==> src/hdl/sbd_pkg.sv <==
// Shared types and constants for the sentence boundary detector.
`timescale 1ns / 1ps

package sbd_pkg;

	// Width of the running item index; break positions wrap at 2**POS_BITS.
	localparam int POS_BITS = 16;
	// Width of the break position field on the result bus.
	localparam int POS_FIELD_BITS = 16;
	// Result bundles held between front and back.
	localparam int Q_DEPTH = 4;
	localparam int Q_AW = $clog2(Q_DEPTH);

	typedef enum logic [3:0] {
		CLS_OTHER   = 4'd0,
		CLS_CR      = 4'd1,
		CLS_LF      = 4'd2,
		CLS_EXTEND  = 4'd3,
		CLS_SEP     = 4'd4,
		CLS_FORMAT  = 4'd5,
		CLS_SP      = 4'd6,
		CLS_LOWER   = 4'd7,
		CLS_UPPER   = 4'd8,
		CLS_OLETTER = 4'd9,
		CLS_NUMERIC = 4'd10,
		CLS_ATERM   = 4'd11,
		CLS_SCONT   = 4'd12,
		CLS_STERM   = 4'd13,
		CLS_CLOSE   = 4'd14,
		CLS_NONE    = 4'd15
	} sbd_class_t;

	typedef enum logic [1:0] {
		DEC_NONE  = 2'd0,
		DEC_BREAK = 2'd1,
		DEC_PEND  = 2'd2
	} sbd_dec_t;

	typedef struct packed {
		logic [POS_FIELD_BITS-1:0] pos;
		logic                      at_end;
	} sbd_res_t;

	// One to two results caused by a single input item.
	typedef struct packed {
		logic     two;
		sbd_res_t r0;
		sbd_res_t r1;
	} sbd_bundle_t;

	function automatic logic [POS_FIELD_BITS-1:0] pos_field(input logic [POS_BITS-1:0] p);
		logic [31:0] w;
		w = 32'(p);
		return w[POS_FIELD_BITS-1:0];
	endfunction

endpackage

==> src/hdl/sentence_boundary_detector.sv <==
// Top level of the sentence boundary detector.
`timescale 1ns / 1ps

// Sentence boundary detector. Takes one character per item, already classed
// by its Unicode sentence-break property (s_tdata[3:0], class 15 counts as
// Other), with s_tlast marking the last character of a text. It applies
// rules SB3 to SB11, skipping Extend and Format, and sends out one result
// item per sentence break: m_tdata holds the index of the character before
// which the break lies (counted from the start of the text, wrapping at
// 2**16), m_tuser is set on the end-of-text break that follows the last
// character, and m_tlast marks the last result caused by one input item.
// No break is reported before the first character of a text. An SB8
// candidate (ATerm followed by neither a stop class nor Lower) is held open
// and reported once a stop class other than Lower arrives or the text ends;
// a Lower cancels it. One input item can cause at most two results, and
// when more would be due only the first two in order are sent. After the
// end-of-text item the block starts the next text from its reset state.
// Throughput: one input item per cycle into the classifier while the queue
// is not full; results leave at one per cycle while m_tready is high, so
// an item with two results holds the output until both are sent. A
// four-bundle queue between classifier and output stage lets the input keep
// running while the output side is stalled or catching up, until it fills.
module sentence_boundary_detector
	import sbd_pkg::*;
(
	input  logic        clk,
	input  logic        arst_n,
	// input items
	input  logic        s_tvalid,
	output logic        s_tready,
	input  logic [7:0]  s_tdata,   // [3:0] break_class, [7:4] zero
	input  logic        s_tlast,   // final_item
	// result items
	output logic        m_tvalid,
	input  logic        m_tready,
	output logic [15:0] m_tdata,   // [15:0] break_position
	output logic        m_tuser,   // at_text_end
	output logic        m_tlast    // last_of_run
);

	sbd_bundle_t fe_bundle, q_head;
	logic        fe_push, q_full, q_nonempty, be_pop;

	// classifier: decision logic plus sequence state
	sbd_front u_front (
		.clk      (clk),
		.arst_n   (arst_n),
		.in_valid (s_tvalid),
		.in_class (s_tdata[3:0]),
		.in_final (s_tlast),
		.q_full   (q_full),
		.in_ready (s_tready),
		.push     (fe_push),
		.bundle   (fe_bundle)
	);

	// decouples classifier from the output stall
	sbd_queue u_queue (
		.clk       (clk),
		.arst_n    (arst_n),
		.push      (fe_push),
		.push_data (fe_bundle),
		.pop       (be_pop),
		.head      (q_head),
		.nonempty  (q_nonempty),
		.full      (q_full)
	);

	// output register, one result item per handshake
	sbd_back u_back (
		.clk        (clk),
		.arst_n     (arst_n),
		.head       (q_head),
		.q_nonempty (q_nonempty),
		.pop        (be_pop),
		.m_tvalid   (m_tvalid),
		.m_tready   (m_tready),
		.m_tdata    (m_tdata),
		.m_tuser    (m_tuser),
		.m_tlast    (m_tlast)
	);

endmodule

==> src/hdl/sbd_front.sv <==
// Front end: classifies each item against rules SB3-SB11 and builds result bundles.
`timescale 1ns / 1ps

module sbd_front
	import sbd_pkg::*;
(
	input  logic        clk,
	input  logic        arst_n,
	input  logic        in_valid,
	input  logic [3:0]  in_class,
	input  logic        in_final,
	input  logic        q_full,
	output logic        in_ready,
	output logic        push,
	output sbd_bundle_t bundle
);

	sbd_class_t          prev_q, older_q, newer_q;
	logic [1:0]          alvl_q;
	logic [2:0]          slvl_q;
	logic                pend_q;
	logic [POS_BITS-1:0] pend_pos_q;
	logic [POS_BITS-1:0] idx_q;

	sbd_class_t          c;
	sbd_dec_t            dec;
	logic                sb8_open, a13, s13, accept;
	logic                confirm, pend_nx;
	logic [POS_BITS-1:0] pend_pos_nx, idx_inc;
	logic [1:0]          alvl_nx;
	logic [2:0]          slvl_nx;
	logic [3:0]          ev_v, ev_end;
	logic [POS_BITS-1:0] ev_pos [4];
	logic [1:0]          n;

	function automatic logic is_parasep(input sbd_class_t k);
		return k inside {CLS_SEP, CLS_CR, CLS_LF};
	endfunction

	function automatic logic is_stop(input sbd_class_t k);
		return is_parasep(k) || (k inside {CLS_OLETTER, CLS_UPPER, CLS_LOWER,
			CLS_STERM, CLS_ATERM});
	endfunction

	assign in_ready = !q_full;
	assign accept   = in_valid && in_ready;
	assign c        = (in_class == 4'(CLS_NONE)) ? CLS_OTHER : sbd_class_t'(in_class);
	assign a13      = (alvl_q != 2'd0);
	assign s13      = (slvl_q >= 3'd1) && (slvl_q <= 3'd3);
	assign idx_inc  = idx_q + POS_BITS'(1);

	// Break decision for the boundary before the current item.
	always_comb begin
		dec = DEC_NONE;
		sb8_open = 1'b0;
		if (prev_q == CLS_NONE) begin
			dec = DEC_NONE;
		end else if (prev_q == CLS_CR && c == CLS_LF) begin
			dec = DEC_NONE;
		end else if (is_parasep(prev_q)) begin
			dec = DEC_BREAK;
		end else if (c == CLS_EXTEND || c == CLS_FORMAT) begin
			dec = DEC_NONE;
		end else if (newer_q == CLS_ATERM && c == CLS_NUMERIC) begin
			dec = DEC_NONE;
		end else if ((older_q == CLS_UPPER || older_q == CLS_LOWER) &&
				newer_q == CLS_ATERM && c == CLS_UPPER) begin
			dec = DEC_NONE;
		end else if (a13 && c == CLS_LOWER) begin
			dec = DEC_NONE;
		end else begin
			sb8_open = a13 && !is_stop(c);
			if (s13 && (c inside {CLS_SCONT, CLS_STERM, CLS_ATERM})) begin
				dec = DEC_NONE;
			end else if ((slvl_q == 3'd1 || slvl_q == 3'd2) &&
					(c == CLS_CLOSE || c == CLS_SP || is_parasep(c))) begin
				dec = DEC_NONE;
			end else if (s13 && (c == CLS_SP || is_parasep(c))) begin
				dec = DEC_NONE;
			end else if (slvl_q >= 3'd1 && slvl_q <= 3'd4) begin
				dec = sb8_open ? DEC_PEND : DEC_BREAK;
			end
		end
	end

	// Sequence levels after this item (Extend and Format leave them alone).
	always_comb begin
		if (c == CLS_ATERM)
			alvl_nx = 2'd1;
		else if ((alvl_q == 2'd1 || alvl_q == 2'd2) && c == CLS_CLOSE)
			alvl_nx = 2'd2;
		else if (a13 && c == CLS_SP)
			alvl_nx = 2'd3;
		else
			alvl_nx = 2'd0;

		if (c == CLS_ATERM || c == CLS_STERM)
			slvl_nx = 3'd1;
		else if ((slvl_q == 3'd1 || slvl_q == 3'd2) && c == CLS_CLOSE)
			slvl_nx = 3'd2;
		else if (s13 && c == CLS_SP)
			slvl_nx = 3'd3;
		else if (s13 && is_parasep(c))
			slvl_nx = 3'd4;
		else
			slvl_nx = 3'd0;
	end

	// Candidate results in output order; only the first two are kept.
	always_comb begin
		confirm     = pend_q && is_stop(c) && c != CLS_LOWER;
		pend_nx     = (pend_q && !is_stop(c)) || dec == DEC_PEND;
		pend_pos_nx = (dec == DEC_PEND) ? idx_q : pend_pos_q;

		ev_v      = {in_final, in_final && pend_nx, dec == DEC_BREAK, confirm};
		ev_end    = 4'b1000;
		ev_pos[0] = pend_pos_q;
		ev_pos[1] = idx_q;
		ev_pos[2] = pend_pos_nx;
		ev_pos[3] = idx_inc;

		n = 2'd0;
		bundle = '0;
		for (int i = 0; i < 4; i++) begin
			if (ev_v[i] && n == 2'd0) begin
				bundle.r0.pos    = pos_field(ev_pos[i]);
				bundle.r0.at_end = ev_end[i];
				n = 2'd1;
			end else if (ev_v[i] && n == 2'd1) begin
				bundle.r1.pos    = pos_field(ev_pos[i]);
				bundle.r1.at_end = ev_end[i];
				n = 2'd2;
			end
		end
		bundle.two = (n == 2'd2);
		push = accept && (n != 2'd0);
	end

	always_ff @(posedge clk or negedge arst_n) begin
		if (!arst_n) begin
			prev_q     <= CLS_NONE;
			older_q    <= CLS_NONE;
			newer_q    <= CLS_NONE;
			alvl_q     <= '0;
			slvl_q     <= '0;
			pend_q     <= 1'b0;
			pend_pos_q <= '0;
			idx_q      <= '0;
		end else if (accept) begin
			if (in_final) begin
				// end of text: start the next text from reset state
				prev_q     <= CLS_NONE;
				older_q    <= CLS_NONE;
				newer_q    <= CLS_NONE;
				alvl_q     <= '0;
				slvl_q     <= '0;
				pend_q     <= 1'b0;
				pend_pos_q <= '0;
				idx_q      <= '0;
			end else begin
				prev_q     <= c;
				pend_q     <= pend_nx;
				pend_pos_q <= pend_pos_nx;
				idx_q      <= idx_inc;
				if (c != CLS_EXTEND && c != CLS_FORMAT) begin
					older_q <= newer_q;
					newer_q <= c;
					alvl_q  <= alvl_nx;
					slvl_q  <= slvl_nx;
				end
			end
		end
	end

endmodule

==> src/hdl/sbd_queue.sv <==
// Small FIFO of result bundles between front and back.
`timescale 1ns / 1ps

module sbd_queue
	import sbd_pkg::*;
(
	input  logic        clk,
	input  logic        arst_n,
	input  logic        push,
	input  sbd_bundle_t push_data,
	input  logic        pop,
	output sbd_bundle_t head,
	output logic        nonempty,
	output logic        full
);

	sbd_bundle_t     mem_q [Q_DEPTH];
	logic [Q_AW-1:0] wr_q, rd_q;
	logic [Q_AW:0]   cnt_q;
	logic            do_push, do_pop;

	assign nonempty = (cnt_q != '0);
	assign full     = (cnt_q == (Q_AW+1)'(Q_DEPTH));
	assign head     = mem_q[rd_q];
	assign do_push  = push && !full;
	assign do_pop   = pop && nonempty;

	always_ff @(posedge clk) begin
		if (do_push)
			mem_q[wr_q] <= push_data;
	end

	always_ff @(posedge clk or negedge arst_n) begin
		if (!arst_n) begin
			wr_q  <= '0;
			rd_q  <= '0;
			cnt_q <= '0;
		end else begin
			if (do_push)
				wr_q <= wr_q + Q_AW'(1);
			if (do_pop)
				rd_q <= rd_q + Q_AW'(1);
			if (do_push && !do_pop)
				cnt_q <= cnt_q + (Q_AW+1)'(1);
			else if (do_pop && !do_push)
				cnt_q <= cnt_q - (Q_AW+1)'(1);
		end
	end

endmodule

==> src/hdl/sbd_back.sv <==
// Back end: output register that sends each bundle out one result item at a time.
`timescale 1ns / 1ps

module sbd_back
	import sbd_pkg::*;
(
	input  logic                      clk,
	input  logic                      arst_n,
	input  sbd_bundle_t               head,
	input  logic                      q_nonempty,
	output logic                      pop,
	output logic                      m_tvalid,
	input  logic                      m_tready,
	output logic [POS_FIELD_BITS-1:0] m_tdata,
	output logic                      m_tuser,
	output logic                      m_tlast
);

	logic     cur_valid_q, cur_two_q;
	sbd_res_t r0_q, r1_q;
	logic     adv;

	assign m_tvalid = cur_valid_q;
	assign m_tdata  = r0_q.pos;
	assign m_tuser  = r0_q.at_end;
	assign m_tlast  = !cur_two_q;
	assign adv      = cur_valid_q && m_tready;
	assign pop      = q_nonempty && (!cur_valid_q || (adv && !cur_two_q));

	always_ff @(posedge clk or negedge arst_n) begin
		if (!arst_n) begin
			cur_valid_q <= 1'b0;
			cur_two_q   <= 1'b0;
		end else if (pop) begin
			cur_valid_q <= 1'b1;
			cur_two_q   <= head.two;
		end else if (adv) begin
			if (cur_two_q)
				cur_two_q <= 1'b0;
			else
				cur_valid_q <= 1'b0;
		end
	end

	always_ff @(posedge clk) begin
		if (pop) begin
			r0_q <= head.r0;
			r1_q <= head.r1;
		end else if (adv && cur_two_q) begin
			r0_q <= r1_q;
		end
	end

endmodule
==> config.mk <==
export PLATFORM = sky130hd
export DESIGN_NAME = sentence_boundary_detector
export DESIGN_NICKNAME = d
export VERILOG_FILES = /design/src/hdl/sbd_pkg.sv /design/src/hdl/sentence_boundary_detector.sv /design/src/hdl/sbd_front.sv /design/src/hdl/sbd_queue.sv /design/src/hdl/sbd_back.sv
export SDC_FILE = /design/constraint.sdc
export NUM_CORES = 1
export LEC_CHECK = 0
export BUFFER_PORTS_ARGS = -buffer_cell sky130_fd_sc_hd__buf_4
export CAP_MARGIN = 20
export CELL_PAD_IN_SITES_DETAIL_PLACEMENT = 1
export CELL_PAD_IN_SITES_GLOBAL_PLACEMENT = 2
export CORE_ASPECT_RATIO = 1.2
export CORE_MARGIN = 4
export CORE_UTILIZATION = 42
export CTS_BUF_LIST = sky130_fd_sc_hd__clkbuf_4
export CTS_CLUSTER_DIAMETER = 40
export DETAILED_ROUTE_END_ITERATION = 16
export MAX_ROUTING_LAYER = met4
export PLACE_DENSITY_LB_ADDON = 0.1
export SYNTH_ARGS = -nofsm -noshare
export SYNTH_HDL_FRONTEND = slang
export SYNTH_SLANG_ARGS = --single-unit
export TNS_END_PERCENT = 100
==> constraint.sdc <==
create_clock -name clk -period 3.5 [get_ports clk]
set_input_delay 0.175 -clock clk [delete_from_list [all_inputs] [get_ports clk]]
set_output_delay 0.175 -clock clk [all_outputs]
set_load 0.02 [all_outputs]
Word-level counts from Yosys, hierarchy flattened

Memory sizes are Yosys's and may differ from the RTL's.
Index checks and enable logic that the tools add are counted.

Bits in registers: 93
Memories: 1
Bits in writable memories: 140
Output and inout bits: 20
Logic and storage cells: 194
Input bits: 13

Memories:

| name          | words | width | read ports | clocked after Yosys merged registers in | write ports | line            | text |
|---|---|---|---|---|---|---|---|
| u_queue.mem_q | 4     | 35    | 1          | 0                                       | 1           | sbd_queue.sv:17 | `sbd_bundle_t mem_q [Q_DEPTH];` |

Add/sub/neg operators: 5
Equality and inequality tests: 37
Mux-type cells: 61
$lt $le $gt $ge: 3
Reductions and logical operators: 70

Operator list:

| cell                                                            | count |
|---|---|
| 17-bit two-way mux                                              | 12 |
| 16-bit two-way mux                                              | 3 |
| 2-bit two-way mux                                               | 23 |
| 4-bit == test, second input constant                            | 11 |
| 1-bit logical AND                                               | 37 |
| 4-bit by 3-bit == test with 1-bit output, second input constant | 6 |
| 3-bit two-way mux                                               | 8 |
| 4-bit two-way mux                                               | 6 |
| 16-bit by 1-bit adder with 16-bit output, second input constant | 1 |
| 4-bit by 2-bit == test with 1-bit output, second input constant | 3 |
| 2-bit nonzero test                                              | 6 |
| 3-bit nonzero test                                              | 4 |
| 1-bit logical OR                                                | 11 |
| 1-bit two-way mux                                               | 9 |
| 2-bit by 1-bit == test with 1-bit output, second input constant | 4 |
| 4-bit by 1-bit == test with 1-bit output, second input constant | 2 |
| 4-bit by 3-bit != test with 1-bit output, second input constant | 2 |
| 2-bit == test, second input constant                            | 3 |
| 1-bit zero test                                                 | 6 |
| 2-bit zero test                                                 | 3 |
| 5-bit nonzero test                                              | 1 |
| 2-bit by 1-bit adder with 2-bit output, second input constant   | 2 |
| 4-bit by 2-bit != test with 1-bit output, second input constant | 1 |
| 2-bit AND reduction                                             | 2 |
| 10 further kinds                                                | 10 |

Depth between registers and ports, before layout

Gate-level depths: netlist of run 1.

Depth in word-level cells: 38
Gate-level depth with buffers: 18
Mapped depth without buffers: 17

Cells and area by module

From an unflattened synthesis of run 1, not the netlist that was laid out.

Cells, all modules: 875
Area, all modules: 11222.0 µm²

Modules (own cells, without submodules):

| module    | area an instance (µm²) | times used | cells an instance | seq. area each (µm²) |
|---|---|---|---|---|
| sbd_queue | 5531.6                 | 1          | 218               | 4379.2 |
| sbd_front | 4285.4                 | 1          | 589               | 1266.2 |
| sbd_back  | 1405.1                 | 1          | 68                | 1071.0 |

Least setup slack after synthesis of run 1

Ideal clock, no wire load.

Kind: flip-flop to flip-flop
Start: register u_front.older_q[3]
End: memory u_queue.mem_q[0][0] (netlist bit) (enable)
Library setup time: 395 ps
Data required time: 3105 ps
Setup slack: -324 ps
Buffers on the path: 0
Clock period less this slack: 3824 ps
Stages on the path, launching flop included: 12
Data arrival time: 3428 ps
Path through: dfstp_2 or4b_1 a2111oi_2 nor3_1 o211ai_2 nor2_1 nor2_1 nor2_1 ha_1 nor3_1 nor2_1 and2_1

Cells in the longest elaborated chain, start to end: 27
Elaborated cells between the ends (all ways): 36
Those cells by class: eq/ne (6); mux (14); reduce/logical (16)

RTL lines:

| item                                                                      | line             | text |
|---|---|---|
| start, declared                                                           | sbd_front.sv:18  | `sbd_class_t prev_q, older_q, newer_q;` |
| start signal, assigned                                                    | sbd_front.sv:166 | `older_q <= newer_q;` |
| 4-bit == test or 4-bit by 3-bit == test with 1-bit output (tied branches) | sbd_front.sv:66  | `end else if ((older_q == CLS_UPPER \|\| older_q == CLS_LOWER) &&` |
| 1-bit logical OR *                                                        | sbd_front.sv:66  |  |
| 1-bit logical AND *                                                       | sbd_front.sv:66  |  |
| 1-bit logical AND *                                                       | sbd_front.sv:67  | `newer_q == CLS_ATERM && c == CLS_UPPER) begin` |
| 2-bit two-way mux *                                                       | sbd_front.sv:66  |  |
| 2-bit two-way mux *                                                       | sbd_front.sv:64  | `end else if (newer_q == CLS_ATERM && c == CLS_NUMERIC) begin` |
| 2-bit two-way mux *                                                       | sbd_front.sv:62  | `end else if (c == CLS_EXTEND \|\| c == CLS_FORMAT) begin` |
| 2-bit two-way mux *                                                       | sbd_front.sv:60  | `end else if (is_parasep(prev_q)) begin` |
| [12 not listed]                                                           | -                |  |
| 2-bit two-way mux                                                         | sbd_front.sv:129 | `end else if (ev_v[i] && n == 2'd1) begin` |
| 2-bit two-way mux *                                                       | sbd_front.sv:125 | `if (ev_v[i] && n == 2'd0) begin` |
| 2-bit nonzero test *                                                      | sbd_front.sv:136 | `push = accept && (n != 2'd0);` |
| 1-bit logical AND *                                                       | sbd_front.sv:136 |  |
| 1-bit logical AND *                                                       | sbd_queue.sv:25  | `assign do_push = push && !full;` |
| via u_queue.do_push                                                       | sbd_queue.sv:20  | `logic do_push, do_pop;` |
| 1-bit two-way mux *                                                       | sbd_queue.sv:29  | `if (do_push)` |
| 1-bit two-way mux (implied by the code) *                                 | sbd_queue.sv:30  | `mem_q[wr_q] <= push_data;` |
| end, declared                                                             | sbd_queue.sv:17  |  |

Mark *: on every way through the listed nets, which the timed path passes. The rest lies on a longest branch.

==> results.md, run 1 <==
- CTS root buffer: clkbuf_4
- Part of the Yosys area used for sequential elements: 0.6206
- Power density cells: 757.6 nW/um^2
- Cell repeated most along the worst path: nor2_1
- Slew @ Worst Pin: 1042 ps
- Final nets: 934
- Die X: 154.5 microns
- Fmax: 286.8 MHz
- Fin. Hold Viols: 0
- Setup crit start kind: flip-flop
- Initial detailed-routing violation count: 441
- Die area: 28410 sq um
- CP Launch Point: u_front.older_q[3]
- Die H: 183.8 microns
- Insertion delay to the later sink of the worst-skew pair: 690 ps
- Yosys reg bits: 233
- Clock transition at path regs: 60 ps
- Rows: 64
- Synth top area share: 0.4828
- Finished Layout Cells: 1291
- Status: completed
- Post-synth design cell area: 10820 sq um
- CP Capture Type: flip-flop
- Placed Area: 11700 sq um
- CP Depth: 15
- Initial antenna violation count: 1
- Clock buffer depth: 3
- Final Slew Violations: 0
- RR Endpoint: u_queue.mem_q[3][15]
- Area contributors post-synth: edfxtp_1 48%, dfrtp_1 11%, mux4_2 7.3%, o21ai_0 3.3%, dfstp_2 2.9%
- Final WL: 28160 microns
- CP Capture Point: u_queue.mem_q[3][15]
- Number of I/O pins: 33
- CTS tree: built
- H-tree Lvls: 2
- Tcrit/Tclk final: 0.9961
- Post-route DRC: 0
- Total clock buffers created by CTS: 59
- Vias: 7220
- Post-synth EDFFs: 174
- Synthesized instance count: 807
- Core Box Area: 25460 sq um
- Syn Area/Cell: 13.41 sq um
- Synth unique cells: 70
- CP cell instances: or4b_4 > a2111oi_4 > nor3_2 > o211ai_2 > nor2_1 > nor2_1 > nor2_2 > ha_4 > buf_6 > and3_4 > a22o_4 > buf_12 > a222oi_1 > a31oi_1 > buf_4
- DP Cell Count: 1158
- Clk_skew: 32.85 ps
- Syn Nets: 831
- Final instance area: 12860 sq um
- GPL Wtd Cong: 0.8471
- Async set or reset register ratio after synthesis: 0.2532
- Critical Path AT: 3910 ps
- Top FF cell, synth: edfxtp_1
- Slowest stage cell, crit path: dfstp_2
- Wirelength per Cell: 21.82 microns
- Final Setup Violations: 0
- Max IR drop VDD: 302.3 uV
- Share of cells above drive strength 1: 0.3198
- Critical path type: flip-flop to flip-flop
- Max stage delay on crit path: 530 ps
- R2R Path Start: u_front.older_q[3]
- Ys Warns: 0
- # clock sinks: 233
- Buf/Inv on CP: 3
- Maxcap violations: 0
- Number of global-route vias before repair: 7738
- Final setup TNS: 0 ps
- Largest area contributor in the synthesized netlist: edfxtp_1
- Synth-to-layout area growth: 18.86%
- Total track usage: 0.1993
- Fin crit period: 3486 ps
- Vias per inst: 5.593
- Port-buffer cells: 28
- Worst path top cell family by delay: compound AO/OA/AOI/OAI gates
- Crit-path max FO: 14
- Hold WC Path Type: input port to flip-flop
- Worst reg-to-reg setup slack: 10 ps
- Lkg Pwr: 4.687 nW
- Dpl hpwl: 17710 microns
- Starting density of the core: 0.4250
- First-pass GRT wire length: 43280 microns
- Hold Crit Depth: 2
- Largest net degree at the start of global routing: 65
- CP required: 3930 ps
- GRT overflow: 0
- Unrepaired setup endpoints after global routing: yes
- Post-route ant nets: 0
- Depth of the most critical reg-to-reg path: 15
- Max transition margin: 0.3055
- DR pass1 iterations: 5
- Final Core Density: 0.5052
stage by stage:
step / setup slack, ps / power, mW / hold slack, ps
final: 13.64 / 9.746 / 76.69
after detailed placement: -174.8 / 7.357 / 336.3
after CTS: -10.61 / 9.729 / 1.190
after global routing: -160.5 / 10.36 / 33.01
after global placement: -61.49 / 7.204 / 325.9
after floorplan: 1.823 / 6.154 / -120.6
cells in the mapped netlist, drive strengths merged (4+ instances only):
master  instances
o31ai           5
dfrtp          47
ha             10
nor3           19
a221oi          7
nor3b           6
a222oi          7
and3           10
inv            20
nor2b          10
nand4b          4
mux2           21
nand2b         14
buf            21
mux4           35
a31oi          14
o22a            4
nand2          73
edfxtp        174
a21oi          34
clkbuf         38
o22ai           9
dfstp          12
a21o            5
nand3          17
and2            8
a22oi          10
o211ai         10
nor2           25
o21ai          75
mux2i          10
xor2           10
xnor2           5
or2             4
nand4           6
sequential cells by signal, summed over array words and instances, names as in the netlist, 2 cells and up:
name and cells:
u_back.m_tdata 16, u_front.idx_q 16, u_queue.cnt_q 3, u_front.pend_pos_q 16, u_queue.mem_q 140, u_front.older_q 4
u_back.r1_q 17, u_front.slvl_q 3, u_queue.wr_q 2, u_front.alvl_q 2, u_queue.rd_q 2, u_front.newer_q 4
u_front.prev_q 4
report_power, final:
group          switching, mW  internal, mW  total [mW]
clock network           1.09          1.15        2.23
logic                   1.80          1.51        3.31
registers              0.300          3.90        4.20
how the worst min path moves through the flow:
stage               slack, ps               end    start
floorplan                -120  u_back.cur_two_q   arst_n
detailed placement        340   u_queue.rd_q[1]   arst_n
CTS                         1  u_front.idx_q[5]  s_tlast
global route               30  u_front.idx_q[9]  s_tlast
global placement          330   u_queue.rd_q[1]   arst_n
finish                     80  u_front.idx_q[5]  s_tlast
final cells by class:
type / instances / area, sq um
Clock buffer: 87 / 653.1
Tap cell: 330 / 412.9
Antenna cell: 1 / 2.502
Fill cell: 2608 / 12600
Timing Repair Buffer: 101 / 948.4
Multi-Input combinational cell: 495 / 3951
Sequential cell: 233 / 6718
Clock inverter: 24 / 102.6
Inverter: 20 / 75.07
cell usage in the layout (no fill, tap or decap), types with 5 or more instances in the layout:
cell	Yosys	routed
a21o_1	5	5
mux2i_1	10	9
dlygate4sd3_1	0	7
nand2_1	73	71
nor3_1	18	15
xor2_1	9	9
nand4_1	6	6
nand3_1	17	17
dfrtp_1	47	46
edfxtp_1	174	174
o21ai_0	72	58
and2_4	0	5
o22ai_1	8	8
mux4_2	35	35
a222oi_1	7	7
dfstp_2	12	12
nor2_1	25	20
nand2b_1	13	12
mux2_2	20	20
a22oi_1	10	10
xnor2_1	5	5
buf_4	5	79
and3_1	10	9
clkbuf_4	0	87
nor2b_1	10	9
nor3b_1	6	6
a31oi_1	14	11
inv_1	20	19
ha_1	10	7
a221oi_1	7	6
o211ai_1	9	9
buf_12	0	7
a21oi_1	34	33
clkinv_1	0	19
o21ai_1	2	12
cells by family (layout without fill, tap and decap cells):
logic type	after synthesis	in the layout	synth area share
AOI/OAI and AO/OA	199	199	0.1206
xor gates and xnor gates	15	15	0.01283
adders and majority gates	11	11	0.01341
buffers and inverters	79	232	0.03214
DFF	233	233	0.6206
muxes	66	66	0.1039
other	0	1	0
and+or+nand+nor	204	204	0.09653
repair_timing:
item	CTS	global route
setup endpoints to repair	65	262
cloned	0	4
hold buffers	7	0
setup buffers	6	4
endpoints found under the hold margin	58	0
resized for setup	17	37
pin swaps	5	9
layer usage:
metal  GRT usage  wire, microns  up-vias  part of all wire
met4     0.07102            703        0             0.025
met3     0.03461           1027       53             0.036
met1      0.2415          11750     3666              0.42
met5           -              0        -                 0
li1            -              -     3348                 -
met2      0.3376          14680      153              0.52
Note: power is estimated with default switching activity, not from simulation.
==> inputs of run 2 (changes only) <==
- RECOVER_POWER: unset -> 25
==> run 2 against run 1 <==
Compared with the run above: the flow now finishes with violations (max-capacitance violations, max-slew violations); global-route usage did not move; critical path depth is the same; fmax up 0.47%; sequential power about the same; via count up 0.65%; final cell count unchanged; power fell by 0.58%; die area unchanged; combinational power fell by 2%; flip-flop and latch count did not move; worst setup slack improved by 16 ps.
==> results.md, run 2 (same netlist as run 1, synthesis figures left out) <==
- Core Box Area: 25460 sq um (unchanged)
- CTS root buffer: clkbuf_4 (unchanged)
- Finished Layout Cells: 1291 (unchanged)
- Max IR drop VDD: 303.1 uV (was 302.3 uV)
- Most common cell after layout, fill and taps aside: edfxtp_1 (unchanged)
- Rows: 64 (unchanged)
- DR pass1 iterations: 5 (unchanged)
- Critical Path AT: 3900 ps (was 3910 ps)
- CP Capture Type: flip-flop (unchanged)
- Hold Crit Depth: 2 (unchanged)
- Crit-path max FO: 14 (unchanged)
- CP required: 3930 ps (about the same)
- Unrepaired setup endpoints after global routing: yes (unchanged)
- Metal3 WL: 1031 microns (was 1027 microns)
- GPL Wtd Cong: 0.8471 (unchanged)
- Post-route ant nets: 0 (unchanged)
- First-pass GRT wire length: 43280 microns (unchanged)
- Slowest stage cell, crit path: dfstp_2 (unchanged)
- H-tree Lvls: 2 (unchanged)
- Fmax: 288.2 MHz (was 286.8 MHz)
- Initial detailed-routing violation count: 437 (was 441)
- Top layer reached by signal wires: met4 (unchanged)
- Post-route DRC: 0 (unchanged)
- R2R Path Start: u_front.older_q[3] (unchanged)
- Clk_skew: 37.67 ps (was 32.85 ps)
- Slew @ Worst Pin: 2389 ps (was 1042 ps)
- Fin. Hold Viols: 0 (unchanged)
- Share of cells above drive strength 1: 0.2979 (was 0.3198)
- Commonest non-fill, non-tap cells in the layout: 174 x edfxtp_1, 87 x clkbuf_4, 71 x nand2_1, 58 x o21ai_0, 56 x buf_4 (was 174 x edfxtp_1, 87 x clkbuf_4, 79 x buf_4, 71 x nand2_1, 58 x o21ai_0)
- Worst reg-to-reg setup slack: 30 ps (was 10 ps)
- Max stage delay on crit path: 530 ps (about the same)
- Power Total: 9.689 mW (was 9.746 mW)
- GRT overflow: 0 (unchanged)
- Total clock buffers created by CTS: 59 (unchanged)
- Lkg Pwr: 4.610 nW (was 4.687 nW)
- CTS tree: built (unchanged)
- RR Endpoint: u_queue.mem_q[3][15] (unchanged)
- Total track usage: 0.1993 (unchanged)
- Final nets: 934 (unchanged)
- Final Slew Violations: 97 (was 0)
- Die area: 28410 sq um (unchanged)
- Synth-to-layout area growth: 18.08% (was 18.86%)
- Critical path type: flip-flop to flip-flop (unchanged)
- Max reg flops: 140 (unchanged)
- Starting density of the core: 0.4250 (unchanged)
- Tcrit/Tclk final: 0.9914 (was 0.9961)
- Die H: 183.8 microns (unchanged)
- Largest net degree at the start of global routing: 65 (unchanged)
- Cell repeated most along the worst path: nor2_1 (unchanged)
- Dpl hpwl: 17710 microns (unchanged)
- Fin crit period: 3470 ps (was 3486 ps)
- Post-Route M1 WL: 11940 microns (was 11750 microns)
- Hold path start: s_tlast (unchanged)
- Depth of the most critical reg-to-reg path: 15 (unchanged)
- Worst path top cell family by delay: compound AO/OA/AOI/OAI gates (unchanged)
- Failing checks: max-capacitance violations, max-slew violations
- Port-buffer cells: 28 (unchanged)
- Hold worst-path end: u_front.idx_q[5] (unchanged)
- Max transition margin: -0.5925 (was 0.3055)
- Number of I/O pins: 33 (unchanged)
- Vias per inst: 5.629 (was 5.593)
- Final Setup Violations: 0 (unchanged)
- # fillers: 2614 (was 2608)
- Final WL: 28280 microns (was 28160 microns)
- Insertion delay to the later sink of the worst-skew pair: 690 ps (about the same)
- Setup crit start kind: flip-flop (unchanged)
- Status: complete, but fails checks (was completed)
- Final instance area: 12780 sq um (was 12860 sq um)
- DP Cell Count: 1158 (unchanged)
- Placed Area: 11700 sq um (unchanged)
- Clock buffer depth: 3 (unchanged)
- # clock sinks: 233 (unchanged)
- Number of global-route vias before repair: 7738 (unchanged)
- Hold WC Path Type: input port to flip-flop (unchanged)
- CP cell instances: or4b_4 > a2111oi_4 > nor3_2 > o211ai_2 > nor2_1 > nor2_1 > nor2_2 > ha_4 > buf_6 > and3_4 > a22o_4 > buf_12 > a222oi_1 > a31oi_1 > buf_4 (unchanged)
- Vias: 7267 (was 7220)
- Wirelength per Cell: 21.91 microns (was 21.82 microns)
- Buf/Inv on CP: 3 (unchanged)
- Die X: 154.5 microns (unchanged)
- Power density cells: 758.2 nW/um^2 (was 757.6 nW/um^2)
- Initial antenna violation count: 1 (unchanged)
- Clock transition at path regs: 60 ps (about the same)
- Top flop regs: u_queue.mem_q x140, u_back.r1_q x17 (unchanged)
- Most flops, register: u_queue.mem_q (unchanged)
- WL met2: 14600 microns (was 14680 microns)
- Maxcap violations: 2 (was 0)
==> run 2: cell count changes in the layout (fill, tap and decap cells not counted) <==
cell / before / now
and2_1: 3 / 2
clkbuf_2: 0 / 2
clkbuf_1: 0 / 21
buf_4: 79 / 56
and2_0: 0 / 1
==> run 2: layout make-up <==
cell class,count,area [sq um],area share
flip-flops and latches,233,6718,0.5256
multi-input cells,495,3951,0.3092
repair buffers,101,864.6,0.06765
clock buffers,87,653.1,0.05111
well taps,330,412.9,0.03231
clock inverters,24,102.6,0.008028
inverters,20,75.07,0.005874
diodes,1,2.502,0.0001958
==> run 2: power breakdown <==
| group | internal (mW) | leakage (nW) | switching [mW] |
|---|---|---|---|
| clock | 1.15 | 0.451 | 1.09 |
| combinational | 1.45 | 1.78 | 1.80 |
| sequential | 3.90 | 2.37 | 0.299 |
==> run 2: worst max-delay path by stage <==
stage,end,cells past startpoint,from,slack [ps]
floorplan,u_queue.cnt_q[2],16,u_front.older_q[3],2
global placement,u_queue.mem_q[0][31],17,u_front.older_q[3],-60
detailed placement,u_queue.mem_q[0][24],15,u_front.older_q[3],-170
CTS,u_queue.mem_q[3][1],14,u_front.older_q[3],-10
global route,u_queue.mem_q[2][9],14,u_front.older_q[3],-160
finish,u_queue.mem_q[3][15],15,u_front.older_q[3],30
==> run 2: layer usage <==
metal / GRT usage / up-vias
li1: - / 3351
met3: 0.03461 / 58
met1: 0.2415 / 3700
met2: 0.3376 / 158
met4: 0.07102 / 0
met5: - / -
==> run 2: stage by stage <==
| step | hold WS (ps) | util | TNS, ps | worst slack, ps |
|---|---|---|---|---|
| floorplan | -120.6 | - | 0 | 1.823 |
| global placement | 325.9 | 0.4594 | -769.6 | -61.49 |
| detailed placement | 336.3 | 0.4594 | -4812 | -174.8 |
| CTS | 1.190 | 0.4958 | -18.47 | -10.61 |
| global route | 33.01 | 0.5019 | -3650 | -160.5 |
| finish | 81.32 | 0.5019 | 0 | 29.97 |
==> run 2: worst reg2reg max path, cell delays in order, from the launching register on <==
cell and delay [ps]:
dfstp_2 530, or4b_4 470, a2111oi_4 320, nor3_2 80, o211ai_2 80, nor2_1 60
nor2_1 110, nor2_2 80, ha_4 240, buf_6 130, and3_4 150, a22o_4 230
buf_12 150, a222oi_1 320, a31oi_1 90, buf_4 200
==> run 2: timing repair <==
item / in CTS / in global routing
endpoints found under the hold margin: 58 / 0
gates cloned: 0 / 4
resized for setup: 17 / 37
setup endpoints to repair: 65 / 262
pin swaps: 5 / 9
hold buffers: 7 / 0
setup buffers: 6 / 4
==> inputs of run 3 (changes only) <==
- CORE_UTILIZATION: 42 -> 41
- SLEW_MARGIN: unset -> 25
- SYNTH_HIERARCHICAL: unset -> 1
==> run 3 against run 2 <==
Compared with the run above: the flow finishes with violations (max-capacitance violations, max-slew violations, negative setup slack); global-route usage increased by 1.7 points; synthesized cell count increased by 8.4%; sequential share of layout area decreased by 5.2 points; via count increased by 14%; sequential power about the same; largest power group unchanged.
==> results.md, run 3 <==
- Status: complete, but fails checks (unchanged)
- Failing checks: max-capacitance violations, max-slew violations, negative setup slack (was max-capacitance violations, max-slew violations)
- Synth top area share: 0.4656 (was 0.4828)
- Final nets: 1067 (was 934)
- Finished Layout Cells: 1436 (was 1291)
- Hold WC Path Type: input port to flip-flop (unchanged)
- Slowest stage cell, crit path: dfstp_2 (unchanged)
- Die H: 189.2 microns (was 183.8 microns)
- GPL Wtd Cong: 0.8888 (was 0.8471)
- Synth unique cells: 82 (was 70)
- Post-synth EDFFs: 174 (unchanged)
- Unrepaired setup endpoints after global routing: yes (unchanged)
- P_int: 6.463 mW (was 6.497 mW)
- Syn Nets: 899 (was 831)
- Crit-path max FO: 4 (was 14)
- Number of I/O pins: 33 (unchanged)
- CP Capture Type: flip-flop (unchanged)
- Yosys reg bits: 233 (unchanged)
- Critical path type: flip-flop to flip-flop (unchanged)
- Ys Warns: 6 (was 0)
- Maxcap violations: 1 (was 2)
- Clock power frac: 0.242 (was 0.231)
- First-pass GRT wire length: 50100 microns (was 43280 microns)
- Max transition margin: -0.1182 (was -0.5925)
- GRT overflow: 0 (unchanged)
- Async set or reset register ratio after synthesis: 0.2532 (unchanged)
- DP Cell Count: 1284 (was 1158)
- Top FF cell, synth: edfxtp_1 (unchanged)
- Final Core Density: 0.5240 (was 0.5019)
- Max reg flops: 140 (unchanged)
- Setup crit start kind: flip-flop (unchanged)
- CTS tree: built (unchanged)
- Lkg Pwr: 5.327 nW (was 4.610 nW)
- Fin crit period: 3725 ps (was 3470 ps)
- Rows: 66 (was 64)
- Number of global-route vias before repair: 8968 (was 7738)
- Synthesized instance count: 875 (was 807)
- Final setup TNS: -18450 ps (was 0 ps)
- CP cell instances: and4b_1 > o2111ai_2 > o31ai_2 > or3_4 > nor2_4 > nand2_1 > a221oi_2 > ha_2 > buf_4 > nand2_1 > buf_6 > o32a_1 > nor2_1 > buf_4 > a211oi_2 > o21ai_2 > buf_4 (was or4b_4 > a2111oi_4 > nor3_2 > o211ai_2 > nor2_1 > nor2_1 > nor2_2 > ha_4 > buf_6 > and3_4 > a22o_4 > buf_12 > a222oi_1 > a31oi_1 > buf_4)
- Fmax: 268.5 MHz (was 288.2 MHz)
- Total track usage: 0.2160 (was 0.1993)
- Tcrit/Tclk final: 1.064 (was 0.9914)
- Final Slew Violations: 60 (was 97)
- Post-synth design cell area: 11220 sq um (was 10820 sq um)
- Slew @ Worst Pin: 1677 ps (was 2389 ps)
- Die X: 159.0 microns (was 154.5 microns)
- Share of cells above drive strength 1: 0.3763 (was 0.2979)
- Max IR drop VDD: 275.1 uV (was 303.1 uV)
- Initial detailed-routing violation count: 604 (was 437)
- Critical Path AT: 4330 ps (was 3900 ps)
- Area contributors post-synth: edfxtp_1 47%, dfrtp_1 10%, mux4_2 5.6%, a21oi_1 3.2%, dfstp_2 2.8% (was edfxtp_1 48%, dfrtp_1 11%, mux4_2 7.3%, o21ai_0 3.3%, dfstp_2 2.9%)
- Net Sw Frac: 0.3359 (was 0.3294)
- Commonest non-fill, non-tap cells in the layout: 174 x edfxtp_1, 118 x buf_4, 83 x clkbuf_4, 73 x nand2_1, 58 x a21oi_1 (was 174 x edfxtp_1, 87 x clkbuf_4, 71 x nand2_1, 58 x o21ai_0, 56 x buf_4)
- Most flops, register: u_queue/mem_q (was u_queue.mem_q)
- Clk_skew: 44.42 ps (was 37.67 ps)
- Post-route ant nets: 0 (unchanged)
- Dpl hpwl: 20630 microns (was 17710 microns)
- Total clock buffers created by CTS: 60 (was 59)
- Max stage delay on crit path: 520 ps (was 530 ps)
- Syn Area/Cell: 12.83 sq um (was 13.41 sq um)
- Commonest cells in the netlist: 174 x edfxtp_1, 75 x nand2_1, 72 x a21oi_1 (was 174 x edfxtp_1, 73 x nand2_1, 72 x o21ai_0)
- Cell repeated most along the worst path: buf_4 (was nor2_1)
- Die area: 30090 sq um (was 28410 sq um)
- Switching power: 3.268 mW (was 3.192 mW)
- Port-buffer cells: 28 (unchanged)
- Most common cell after layout, fill and taps aside: edfxtp_1 (unchanged)
- Seq pwr share: 0.433 (about the same)
- Insertion delay to the later sink of the worst-skew pair: 740 ps (was 690 ps)
- H-tree Lvls: 2 (unchanged)
- # clock sinks: 233 (unchanged)
- Final WL: 34120 microns (was 28280 microns)
- Vias: 8312 (was 7267)
- Placed Area: 12480 sq um (was 11700 sq um)
- Top flop regs: u_queue/mem_q x140, u_back/r1_q x17 (was u_queue.mem_q x140, u_back.r1_q x17)
- Final Setup Violations: 122 (was 0)
- CP required: 4110 ps (was 3930 ps)
- Wirelength per Cell: 23.76 microns (was 21.91 microns)
- Clock transition at path regs: 60 ps (about the same)
- Power density cells: 685.6 nW/um^2 (was 758.2 nW/um^2)
- Final worst slack: -224.7 ps (was 29.97 ps)
- CTS root buffer: clkbuf_4 (unchanged)
- Largest net degree at the start of global routing: 60 (was 65)
- Part of the Yosys area used for sequential elements: 0.5985 (was 0.6206)
- Fin. Hold Viols: 0 (unchanged)
- Comb power frac: 0.326 (was 0.336)
- Core Box Area: 27090 sq um (was 25460 sq um)
- Clock buffer depth: 3 (unchanged)
- Initial antenna violation count: 1 (unchanged)
- Largest area contributor in the synthesized netlist: edfxtp_1 (unchanged)
- Count leader, synth: edfxtp_1 (unchanged)
- Post-route DRC: 0 (unchanged)
- Final instance area: 14190 sq um (was 12780 sq um)
- Starting density of the core: 0.4143 (was 0.4250)
- Synth-to-layout area growth: 26.47% (was 18.08%)
- Vias per inst: 5.788 (was 5.629)
- DP Worst Slack: -470.2 ps (was -174.8 ps)
- DR pass1 iterations: 5 (unchanged)
==> run 3: worst max-delay path: cells and delay by family (launching register included) <==
family	cells	cell delay, ps
DFF	1	520
buffers and inverters	4	650
AOI/OAI and AO/OA	6	1170
and+or+nand+nor	6	1000
adders and majority gates	1	280
==> run 3: power groups by stage <==
| stage | sequential, mW | combinational, mW | clock, mW |
|---|---|---|---|
| 3_5_place_dp | 4.25 | 2.86 | 0 |
| 5_1_grt | 4.28 | 3.43 | 2.64 |
| 6_report | 4.21 | 3.17 | 2.35 |
| 3_3_place_gp | 4.21 | 2.77 | 0 |
| 2_1_floorplan | 4.16 | 1.97 | 0 |
| 4_1_cts | 4.20 | 2.96 | 2.43 |
==> run 3: final cells by class <==
class	count	area (sq um)
Fill cell	2793	12890
Sequential cell	233	6718
Multi-Input combinational cell	548	4442
Timing Repair Buffer	171	1705
Clock buffer	83	623.1
Tap cell	340	425.4
Clock inverter	31	167.7
Inverter	29	108.9
Antenna cell	1	2.502
==> run 3: cells by family (layout without fill, tap and decap cells) <==
kind of cell	Yosys count	after routing	synth area share
AND/OR/NAND/NOR	235	235	0.1044
AO/OA/AOI/OAI	233	233	0.1337
flip-flops	233	233	0.5985
buffers and inverters	94	314	0.04326
multiplexers	59	59	0.09945
adder cells (fa/ha/maj)	11	11	0.01293
XOR/XNOR	10	10	0.007804
other	0	1	0
==> run 3: final timing paths <==
| kind | start | to | slack (ps) | cells past startpoint |
|---|---|---|---|---|
| max | u_front/older_q[3] | u_queue/mem_q[0][6] | -220 | 17 |
| min | s_tdata[1] | u_front/slvl_q[2] | 70 | 4 |
| max reg2reg | u_front/older_q[3] | u_queue/mem_q[0][6] | -220 | 17 |
| min reg2reg | u_queue/cnt_q[2] | u_queue/cnt_q[2] | 490 | 1 |
| max in group asynchronous | arst_n | u_queue/rd_q[0] | 1990 | 2 |
| min in group asynchronous | arst_n | u_queue/cnt_q[2] | 420 | 2 |
==> run 3: metrics by stage <==
stage | hold WS (ps) | power [mW]
floorplan | -120.6 | 6.138
global placement | 306.8 | 6.978
detailed placement | 318.3 | 7.111
CTS | 12.46 | 9.584
global route | 38.00 | 10.35
finish | 71.87 | 9.731
==> run 3: metal layers <==
layer	share of wire	track usage	vias to the layer above
met5	0	-	-
met4	0.030	0.08648	0
met3	0.045	0.03832	81
met2	0.53	0.3692	247
met1	0.39	0.2555	4243
li1	-	-	3741
==> run 3: timing repair <==
action                     in CTS  in global routing
gates cloned                    0                 21
setup endpoints to repair     278                282
hold endpoints to repair       93                  0
hold buffers                    8                  0
pin swaps                      19                 11
gates resized for setup        78                 33
setup buffers                   7                  2
